<file path="src/rtl/core/tccw_pkg.sv">
`timescale 1ns / 1ps

package tccw_pkg;

   typedef struct packed {
      logic [1:0] operation;
      logic [7:0] char_code;
      logic [6:0] target_col;
      logic [4:0] target_row;
   } tccw_req_type;

   typedef struct packed {
      logic [6:0]  cursor_col;
      logic [4:0]  cursor_row;
      logic [10:0] cursor_offset;
      logic [15:0] cell_data;
      logic        scrolled;
   } tccw_rsp_type;

   typedef struct packed {
      logic wr;
      logic rd;
   } tccw_mem_ctrl_type;

   localparam logic [1:0] OP_PUT     = 2'd0;
   localparam logic [1:0] OP_CLEAR   = 2'd1;
   localparam logic [1:0] OP_SET_POS = 2'd2;
   localparam logic [1:0] OP_READ    = 2'd3;

   localparam logic [7:0] CH_BACKSPACE = 8'd8;
   localparam logic [7:0] CH_TAB       = 8'd9;
   localparam logic [7:0] CH_LINEFEED  = 8'd10;
   localparam logic [7:0] CH_RETURN    = 8'd13;

   localparam logic [15:0] RESET_CELL = 16'h0700;

   localparam logic CSR_FOREGROUND = 1'b0;
   localparam logic CSR_BACKGROUND = 1'b1;

   localparam logic [3:0] FG_RESET = 4'd7;
   localparam logic [2:0] BG_RESET = 3'd0;

   function automatic logic [3:0] colour_perm(input logic [3:0] idx);
      logic [3:0] res;
      case (idx)
         4'd0:    res = 4'd0;
         4'd1:    res = 4'd4;
         4'd2:    res = 4'd2;
         4'd3:    res = 4'd6;
         4'd4:    res = 4'd1;
         4'd5:    res = 4'd5;
         4'd6:    res = 4'd3;
         4'd7:    res = 4'd7;
         4'd8:    res = 4'd8;
         4'd9:    res = 4'd12;
         4'd10:   res = 4'd10;
         4'd11:   res = 4'd14;
         4'd12:   res = 4'd9;
         4'd13:   res = 4'd13;
         4'd14:   res = 4'd11;
         default: res = 4'd15;
      endcase
      return res;
   endfunction

   function automatic logic [7:0] colour_attr(input logic [3:0] fg, input logic [2:0] bg);
      logic [3:0] bg_perm;
      bg_perm = colour_perm({1'b0, bg});
      return {1'b0, bg_perm[2:0], colour_perm(fg)};
   endfunction

endpackage

</file>
<file path="src/rtl/core/tccw_sequencer.sv">
`timescale 1ns / 1ps

module tccw_sequencer import tccw_pkg::*; #(
   parameter int COLUMNS   = 80,
   parameter int ROWS      = 25,
   parameter int TAB_WIDTH = 4,
   parameter int AW        = 11
) (
   input  logic              clock,
   input  logic              reset,
   input  logic              req_valid,
   output logic              req_ready,
   input  tccw_req_type      req_payload,
   output logic              rsp_valid,
   input  logic              rsp_ready,
   output tccw_rsp_type      rsp_payload,
   input  logic [7:0]        attr,
   output tccw_mem_ctrl_type mem_ctrl,
   output logic [AW-1:0]     mem_addr,
   output logic [15:0]       mem_wdata,
   input  logic [15:0]       mem_rdata
);

   localparam int CW          = $clog2(COLUMNS);
   localparam int RW          = $clog2(ROWS);
   localparam int TPW         = (TAB_WIDTH > 1) ? $clog2(TAB_WIDTH) : 1;
   localparam int RECIP_SHIFT = 16;
   localparam int RECIP_W     = 17;
   localparam int RECIP       = ((1 << RECIP_SHIFT) + TAB_WIDTH - 1) / TAB_WIDTH;
   localparam int PW          = CW + RECIP_W;

   localparam logic [CW-1:0]  LAST_COL   = CW'(COLUMNS - 1);
   localparam logic [RW-1:0]  LAST_ROW   = RW'(ROWS - 1);
   localparam logic [AW-1:0]  LAST_CELL  = AW'(COLUMNS * ROWS - 1);
   localparam logic [AW-1:0]  LAST_SWEEP = AW'(COLUMNS - 1);
   localparam logic [TPW-1:0] LAST_PHASE = TPW'(TAB_WIDTH - 1);
   localparam logic [TPW-1:0] WRAP_PHASE = TPW'((COLUMNS - 1) % TAB_WIDTH);

   localparam logic [2:0] ST_INIT   = 3'd0;
   localparam logic [2:0] ST_IDLE   = 3'd1;
   localparam logic [2:0] ST_TAB    = 3'd2;
   localparam logic [2:0] ST_SCROLL = 3'd3;
   localparam logic [2:0] ST_CLEAR  = 3'd4;
   localparam logic [2:0] ST_PHASE1 = 3'd5;
   localparam logic [2:0] ST_PHASE2 = 3'd6;
   localparam logic [2:0] ST_DONE   = 3'd7;

   logic [2:0]     state_ff, state_in;
   logic [CW-1:0]  col_ff, col_in;
   logic [RW-1:0]  row_ff, row_in;
   logic [RW-1:0]  top_ff, top_in;
   logic [TPW-1:0] phase_ff, phase_in;
   logic [AW-1:0]  sweep_ff, sweep_in;
   logic [CW-1:0]  quot_ff, quot_in;
   logic           cell_sel_ff, cell_sel_in;
   logic           scrolled_ff, scrolled_in;
   logic           rsp_valid_ff, rsp_valid_in;
   tccw_rsp_type   rsp_ff, rsp_in;

   logic [CW-1:0]  lcol;
   logic [RW-1:0]  lrow;
   logic           sweep_sel;
   logic [RW:0]    prow_sum;
   logic [RW-1:0]  prow;
   logic [AW-1:0]  cell_addr;
   logic [PW-1:0]  quot_prod;
   logic           out_free;

   // logical row -> physical row through the scroll rotation
   always_comb begin
      prow_sum = {1'b0, lrow} + {1'b0, top_ff};
      if (prow_sum >= (RW+1)'(ROWS)) begin
         prow = RW'(prow_sum - (RW+1)'(ROWS));
      end else begin
         prow = RW'(prow_sum);
      end
      cell_addr = AW'(32'(prow) * COLUMNS + 32'(lcol));
      mem_addr  = sweep_sel ? sweep_ff : cell_addr;
   end

   assign quot_prod = PW'(col_ff) * PW'(RECIP);
   assign out_free  = !rsp_valid_ff || rsp_ready;

   always_comb begin
      state_in     = state_ff;
      col_in       = col_ff;
      row_in       = row_ff;
      top_in       = top_ff;
      phase_in     = phase_ff;
      sweep_in     = sweep_ff;
      quot_in      = quot_ff;
      cell_sel_in  = cell_sel_ff;
      scrolled_in  = scrolled_ff;
      rsp_valid_in = rsp_valid_ff && !rsp_ready;
      rsp_in       = rsp_ff;
      mem_ctrl     = '0;
      mem_wdata    = {attr, 8'h00};
      lrow         = row_ff;
      lcol         = col_ff;
      sweep_sel    = 1'b0;
      req_ready    = 1'b0;

      case (state_ff)
         ST_INIT: begin
            mem_ctrl.wr = 1'b1;
            sweep_sel   = 1'b1;
            mem_wdata   = RESET_CELL;
            sweep_in    = sweep_ff + AW'(1);
            if (sweep_ff == LAST_CELL) begin
               sweep_in = '0;
               state_in = ST_IDLE;
            end
         end
         ST_IDLE: begin
            req_ready = 1'b1;
            if (req_valid) begin
               scrolled_in = 1'b0;
               cell_sel_in = 1'b0;
               state_in    = ST_DONE;
               case (req_payload.operation)
                  OP_PUT: begin
                     case (req_payload.char_code)
                        CH_BACKSPACE: begin
                           if (col_ff != '0) begin
                              col_in   = col_ff - CW'(1);
                              phase_in = (phase_ff == '0) ? LAST_PHASE : phase_ff - TPW'(1);
                           end else if (row_ff != '0) begin
                              col_in   = LAST_COL;
                              row_in   = row_ff - RW'(1);
                              phase_in = WRAP_PHASE;
                           end
                        end
                        CH_RETURN: begin
                           col_in   = '0;
                           phase_in = '0;
                        end
                        CH_LINEFEED: begin
                           col_in   = '0;
                           phase_in = '0;
                           if (row_ff == LAST_ROW) begin
                              top_in      = (top_ff == LAST_ROW) ? '0 : top_ff + RW'(1);
                              scrolled_in = 1'b1;
                              state_in    = ST_SCROLL;
                           end else begin
                              row_in = row_ff + RW'(1);
                           end
                        end
                        CH_TAB: begin
                           state_in = ST_TAB;
                        end
                        default: begin
                           mem_ctrl.wr = 1'b1;
                           mem_wdata   = {attr, req_payload.char_code};
                           if (col_ff == LAST_COL) begin
                              col_in   = '0;
                              phase_in = '0;
                              if (row_ff == LAST_ROW) begin
                                 top_in      = (top_ff == LAST_ROW) ? '0 : top_ff + RW'(1);
                                 scrolled_in = 1'b1;
                                 state_in    = ST_SCROLL;
                              end else begin
                                 row_in = row_ff + RW'(1);
                              end
                           end else begin
                              col_in   = col_ff + CW'(1);
                              phase_in = (phase_ff == LAST_PHASE) ? '0 : phase_ff + TPW'(1);
                           end
                        end
                     endcase
                  end
                  OP_CLEAR: begin
                     col_in   = '0;
                     row_in   = '0;
                     top_in   = '0;
                     phase_in = '0;
                     sweep_in = '0;
                     state_in = ST_CLEAR;
                  end
                  OP_SET_POS: begin
                     col_in   = (32'(req_payload.target_col) < COLUMNS) ?
                                CW'(req_payload.target_col) : LAST_COL;
                     row_in   = (32'(req_payload.target_row) < ROWS) ?
                                RW'(req_payload.target_row) : LAST_ROW;
                     state_in = ST_PHASE1;
                  end
                  OP_READ: begin
                     if ((32'(req_payload.target_col) < COLUMNS) &&
                         (32'(req_payload.target_row) < ROWS)) begin
                        mem_ctrl.rd = 1'b1;
                        lrow        = RW'(req_payload.target_row);
                        lcol        = CW'(req_payload.target_col);
                        cell_sel_in = 1'b1;
                     end
                  end
                  default: begin
                  end
               endcase
            end
         end
         ST_TAB: begin
            mem_ctrl.wr = 1'b1;
            if (col_ff == LAST_COL) begin
               col_in   = '0;
               phase_in = '0;
               state_in = ST_DONE;
               if (row_ff == LAST_ROW) begin
                  top_in      = (top_ff == LAST_ROW) ? '0 : top_ff + RW'(1);
                  scrolled_in = 1'b1;
                  state_in    = ST_SCROLL;
               end else begin
                  row_in = row_ff + RW'(1);
               end
            end else begin
               col_in   = col_ff + CW'(1);
               phase_in = (phase_ff == LAST_PHASE) ? '0 : phase_ff + TPW'(1);
               if (phase_ff == LAST_PHASE) begin
                  state_in = ST_DONE;
               end
            end
         end
         ST_SCROLL: begin
            // blank the row that just rotated in at the bottom
            mem_ctrl.wr = 1'b1;
            lcol        = CW'(sweep_ff);
            sweep_in    = sweep_ff + AW'(1);
            if (sweep_ff == LAST_SWEEP) begin
               sweep_in = '0;
               state_in = ST_DONE;
            end
         end
         ST_CLEAR: begin
            mem_ctrl.wr = 1'b1;
            sweep_sel   = 1'b1;
            sweep_in    = sweep_ff + AW'(1);
            if (sweep_ff == LAST_CELL) begin
               sweep_in = '0;
               state_in = ST_DONE;
            end
         end
         ST_PHASE1: begin
            quot_in  = CW'(quot_prod >> RECIP_SHIFT);
            state_in = ST_PHASE2;
         end
         ST_PHASE2: begin
            phase_in = TPW'(32'(col_ff) - 32'(quot_ff) * TAB_WIDTH);
            state_in = ST_DONE;
         end
         ST_DONE: begin
            if (out_free) begin
               rsp_valid_in         = 1'b1;
               rsp_in.cursor_col    = 7'(col_ff);
               rsp_in.cursor_row    = 5'(row_ff);
               rsp_in.cursor_offset = 11'(32'(row_ff) * COLUMNS + 32'(col_ff));
               rsp_in.cell_data     = cell_sel_ff ? mem_rdata : 16'h0000;
               rsp_in.scrolled      = scrolled_ff;
               state_in             = ST_IDLE;
            end
         end
         default: begin
            state_in = ST_IDLE;
         end
      endcase
   end

   always_ff @(posedge clock) begin
      if (reset) begin
         state_ff     <= ST_INIT;
         col_ff       <= '0;
         row_ff       <= '0;
         top_ff       <= '0;
         phase_ff     <= '0;
         sweep_ff     <= '0;
         rsp_valid_ff <= 1'b0;
      end else begin
         state_ff     <= state_in;
         col_ff       <= col_in;
         row_ff       <= row_in;
         top_ff       <= top_in;
         phase_ff     <= phase_in;
         sweep_ff     <= sweep_in;
         rsp_valid_ff <= rsp_valid_in;
      end
   end

   always_ff @(posedge clock) begin
      quot_ff     <= quot_in;
      cell_sel_ff <= cell_sel_in;
      scrolled_ff <= scrolled_in;
      rsp_ff      <= rsp_in;
   end

   assign rsp_valid   = rsp_valid_ff;
   assign rsp_payload = rsp_ff;

endmodule

</file>
<file path="config.mk">
export PLATFORM = sky130hd
export DESIGN_NAME = tccw_sequencer
export DESIGN_NICKNAME = d
export VERILOG_FILES = /design/src/rtl/core/tccw_pkg.sv /design/src/rtl/core/tccw_sequencer.sv
export SDC_FILE = /design/constraint.sdc
export NUM_CORES = 1
export LEC_CHECK = 0
export ABC_CLOCK_PERIOD_IN_PS = 25900
export BUFFER_PORTS_ARGS = -buffer_cell sky130_fd_sc_hd__buf_2
export CAP_MARGIN = 25
export CORE_UTILIZATION = 50
export DETAILED_ROUTE_END_ITERATION = 8
export GPL_TIMING_DRIVEN = 0
export PLACE_DENSITY = 0.77
export RECOVER_POWER = 50
export SYNTH_ARGS = -nofsm -noshare
export SYNTH_HDL_FRONTEND = slang
export SYNTH_SLANG_ARGS = --single-unit
</file>
<file path="constraint.sdc">
create_clock -name clock -period 25.9 [get_ports clock]
set_clock_uncertainty 0.2 [all_clocks]
set_input_delay 5.18 -clock clock [delete_from_list [all_inputs] [get_ports clock]]
set_output_delay 5.18 -clock clock [all_outputs]
set_load 0.02 [all_outputs]
</file>
Word-level counts from Yosys, hierarchy flattened --
Index checks and enable logic that the tools add are counted.
Cells by class: add/subtract/negate cells 13, reduce and logical (&&, ||, !) cells 29, equal/unequal tests 37, muxes and demuxes 83, order comparisons 3, $mul 2
Operators with widths (count):
- $mux W5 | 15
- $mux W7 | 8
- $mux W11 | 5
- $pmux W7 S3 | 2
- $pmux W5 S2 | 4
- $pmux W11 S3 | 1
- $eq A8 B4 Y1 const B | 4
- $pmux W16 S2 | 1
- $pmux W5 S3 | 2
- $pmux W7 S2 | 2
- $mux W3 | 9
- $mux W8 | 3
- $pmux W3 S8 | 1
- $add A11 B7 Y11 | 2
- $pmux W3 S3 | 2
- $mux W1 | 15
- $mul A5 B3 Y7 const B | 2
- $mux W2 | 7
- $ne A2 B2 Y1 const B | 7
- $eq A3 B3 Y1 const B | 4
- $ne A3 B3 Y1 const B | 4
- $pmux W2 S3 | 2
- $reduce_and A6 Y1 | 2
- $add A11 B1 Y11 const B | 1
- other kinds (42) | 62
Word-level totals: input port bits 50, register bits 76

Longest topological paths before layout --
depth in word-level cells 12, depth in mapped cells 26, gate-level depth less buffers 24

Least setup slack after synthesis --
Ideal clock, no wire load.
path type input-to-output, start input port req_payload[1] in the netlist's numbering, end output port mem_addr[10], required time 20520 ps, cell stages on the path 24, path buffers 2, slack 9833 ps, data arrival time 10687 ps, path through o311a_1 nor3b_1 and2_1 clkbuf_1 buf_2 o21ai_0 ha_1 fa_1 inv_1 ha_1 inv_1 or2_2 nor2_1 o31ai_1 o31ai_1 xor2_1 ha_1 ha_1 fa_1 o211ai_1 o41ai_1 a311oi_1 xor2_1 o21ai_0
On the way: cells in the longest elaborated chain, start to end 12, elaborated cells on any way between the ends 17
RTL lines:
- from (decl) | line tccw_sequencer.sv:13 | input tccw_req_type req_payload,
- $lt A5 B5 Y1 | line tccw_sequencer.sv:188 | (32'(req_payload.target_row) < ROWS)) begin
- $logic_and A1 B1 Y1 | line tccw_sequencer.sv:187 | if ((32'(req_payload.target_col) < COLUMNS) &&
- $mux W5 | line tccw_sequencer.sv:187
- $mux W5 | line tccw_sequencer.sv:120 | case (req_payload.operation)
- $mux W5 | line tccw_sequencer.sv:116 | if (req_valid) begin
- $mux W5 | line tccw_sequencer.sv:103 | case (state_ff)
- $add A5 B5 Y6 | line tccw_sequencer.sv:71 | prow_sum = {1'b0, lrow} + {1'b0, top_ff};
- $sub A5 B5 Y5 / $ge A6 B5 Y1 (equally long branches) | line tccw_sequencer.sv:73, tccw_sequencer.sv:72
- $mux W5 | line tccw_sequencer.sv:72 | if (prow_sum >= (RW+1)'(ROWS)) begin
- $mul A5 B3 Y7 | line tccw_sequencer.sv:77 | cell_addr = AW'(32'(prow) * COLUMNS + 32'(lcol));
- $add A11 B7 Y11 (*) | line tccw_sequencer.sv:77
- $mux W11 (*) | line tccw_sequencer.sv:78 | mem_addr = sweep_sel ? sweep_ff : cell_addr;
- to (decl) | line tccw_sequencer.sv:19 | output logic [AW-1:0] mem_addr,
Every way passes the cells marked *; elsewhere a longest branch is shown, timed or not.

Worst setup path in the final report --
Ends and elaborated chain as after synthesis.

==> run summary <==
final setup TNS = 0 ps
row count = 38
Pre-antenna DRT Iters = 5
RD Place Congestion = 0.9544
CP Data Arrival Time = 11,550 ps
Setup violations, final = 0
Synth Flop Type = edfxtp_1
Cells after DPL = 903
CP Buf/Inv Count = 6
Critical Path Max Stage Delay = 550 ps
Synth Register Bits = 72
register area share after synthesis = 32.82%
FF-to-FF path depth = 5
share of cells above drive strength 1 = 19.36%
Cells after Synth = 644
CP required = 20,520 ps
total count of max-transition violations in the final report = 37
relative slew slack = -25.81%
Chip Width = 107.4 um
power share of the sequential group = 43.0%
min-delay worst type = flop to flop
Clock transition at path regs = 80 ps
worst-margin pin slew = 1887 ps
Antenna diodes = 0
Final period util = 65.38%
fillers = 1,023
most common cell after layout, fill and taps aside = buf_2
EDFF count, synth = 38
Final Non-Filler Cells = 920
syn_area_per_cell = 8.619 sq um
Synth async-reset ratio = 0%
Comb power frac = 23.3%
vias in the first global route = 5,270
most used cell, CP = ha_1
post-detail-place hpwl = 11,960 um
FF+latch area = 1822 sq um
Multi-input gate area = 3437 sq um
Achievable Freq = 59.06 MHz
synthesized area = 5550 sq um
Mapped Nets = 741
Crit path max-delay family = compound AO/OA/AOI/OAI gates
final hold vios = 0
Clock Power Share = 33.7%
PortBufs = 118
Initial Util = 51.20%
Area Overhead vs Synth = 17.54%
Core ar. = 10,840 sq um
IO Pins = 121
post-layout util = 60.18%
Worst setup SP type = input port
worst setup margin = 8968 ps
DRT antenna net count = 0
total global routing track utilization = 27.70%
final net count = 872
clk_lat worst skew = 350 ps
Die Area = 11,530 sq um
clock sinks = 72
Max Cap Viol = 1
Routed wire per std cell = 16.90 um
min cycle time layout = 16,930 ps
routed vias = 5,504
Hold Path Stages = 0
Stages on worst setup path = 27
Max VDD drop = 29.94 uV
Die Y = 107.4 um
root buffer cell = clkbuf_8
most frequent cells in the layout = 108 x buf_2, 51 x a21oi_1, 44 x nand2_1
cts bufs inserted = 9
Netlist cell types = 76
initial DRC count = 343
RSZ-0062 raised after global routing = no
first-pass GRT wire length = 25,210 um
largest net degree at the start of global routing = 37
PostCTS Resize Cnt = 0
Worst setup EP type = primary output
Clock Tree Buf Depth = 2
Sw Share = 30.98%
# hold bufs at CTS = 0
drt via density = 5.983
CTS tree = yes
Crit Path Class = input port to primary output
CP Max Fanout = 10
status = finished, violations left
global route overflow = 0
DRC = 0
Tot Pwr = 0.2932 mW
failing checks = max-capacitance violations, max-slew violations
LEAKAGE = 2.756 nW
Internal = 0.2024 mW
Psw = 0.09082 mW
initial antenna violation count = 0
drt total wl = 15,550 um
CTS H-tree lvls = 3
synth warn = 0
critical path's slowest cell = o31ai_1
Setup WS pre-CTS = 9083 ps
Pwr Density = 44.94 nW/um^2
Post-CTS Setup Repair Bufs = 0
==> worst paths after layout <==
path | start | endpoint | slack, ps
worst max-delay path | req_payload[1] | mem_addr[10] | 8970
worst max register to register | state_ff[2] | rsp_payload[29] | 22320
worst min-delay path | col_ff[2] | rsp_payload[35] | 230
worst min register to register | col_ff[2] | rsp_payload[35] | 230
==> Yosys cell counts, types with 6 or more instances <==
library cell	number	share of area (%)
a21oi_1	51	4.6
nand2_1	44	3.0
ha_1	42	9.5
nor2_1	41	2.8
o21ai_0	41	3.7
edfxtp_1	38	21
dfxtp_1	34	12
inv_1	32	2.2
and2_1	31	3.5
clkbuf_1	26	1.8
nand3_1	20	1.8
xnor2_1	15	2.4
nor2b_1	13	1.5
nor3_1	13	1.2
and3_1	11	1.2
a311oi_1	10	1.6
nand2b_1	10	1.1
or2_2	10	1.1
a21o_1	9	1.2
nand4_1	9	1.0
xor2_1	9	1.4
a211oi_1	7	0.95
a22oi_1	7	0.95
o22ai_1	7	0.79
nor3b_1	6	0.81
nor4_1	6	0.68
o21a_1	6	0.81
o32ai_1	6	0.95
==> logic make-up (layout without fill, tap and decap cells) <==
logic type,count (synthesis),in the layout,share of synthesized area [%]
buf+inv,70,206,5.252
simple gates,236,236,23.22
compound gates,190,190,22.72
xor+xnor,24,24,3.787
flops,72,72,32.82
fa+ha+maj,47,47,11.27
mux,5,5,0.9243
==> sequential cells by signal (all words and copies together) (netlist names) <==
register,flops
cell_sel_ff,1
state_ff,3
row_ff,5
sweep_ff,11
rsp_valid,1
scrolled_ff,1
rsp_payload,36
top_ff,5
phase_ff,2
col_ff,7
==> worst register-to-register path, stage by stage (launching register included) <==
cell      delay (ps)
dfxtp_1          400
clkbuf_1         370
clkbuf_1         400
nand3_1          200
nor2b_1          210
clkbuf_1        1380
==> metal layers <==
metal / share of wire (%) / up-vias / track usage [%]
li1: - / 2637 / -
met1: 43 / 2599 / 34.11
met2: 49 / 230 / 48.11
met3: 5.6 / 38 / 4.056
met4: 3.0 / 0 / 11.84
met5: 0 / - / 0
==> area by class of cell <==
type	count	area share (%)
clock inverter	7	1.458
tap	140	2.685
multi-input combinational	502	52.69
timing repair buffer	120	8.880
clock buffer	9	1.899
buffer	38	2.628
inverter	32	1.841
sequential	72	27.92
==> power groups by stage <==
stage / combinational [mW] / sequential, mW / clock (mW)
finish: 0.0684 / 0.126 / 0.0987
CTS: 0.0679 / 0.126 / 0.101
detailed placement: 0.0675 / 0.129 / 0
floorplan: 0.0470 / 0.127 / 0
global placement: 0.0658 / 0.129 / 0
global route: 0.0754 / 0.127 / 0.105
==> through the flow <==
step	hold WS, ps	cell area, sq um
floorplan	200.3	5550
CTS	232.2	6563
global route	252.1	6524
global placement	204.0	6316
detailed placement	210.9	6344
finish	230.8	6524
Power figures use the tool's default switching activity.
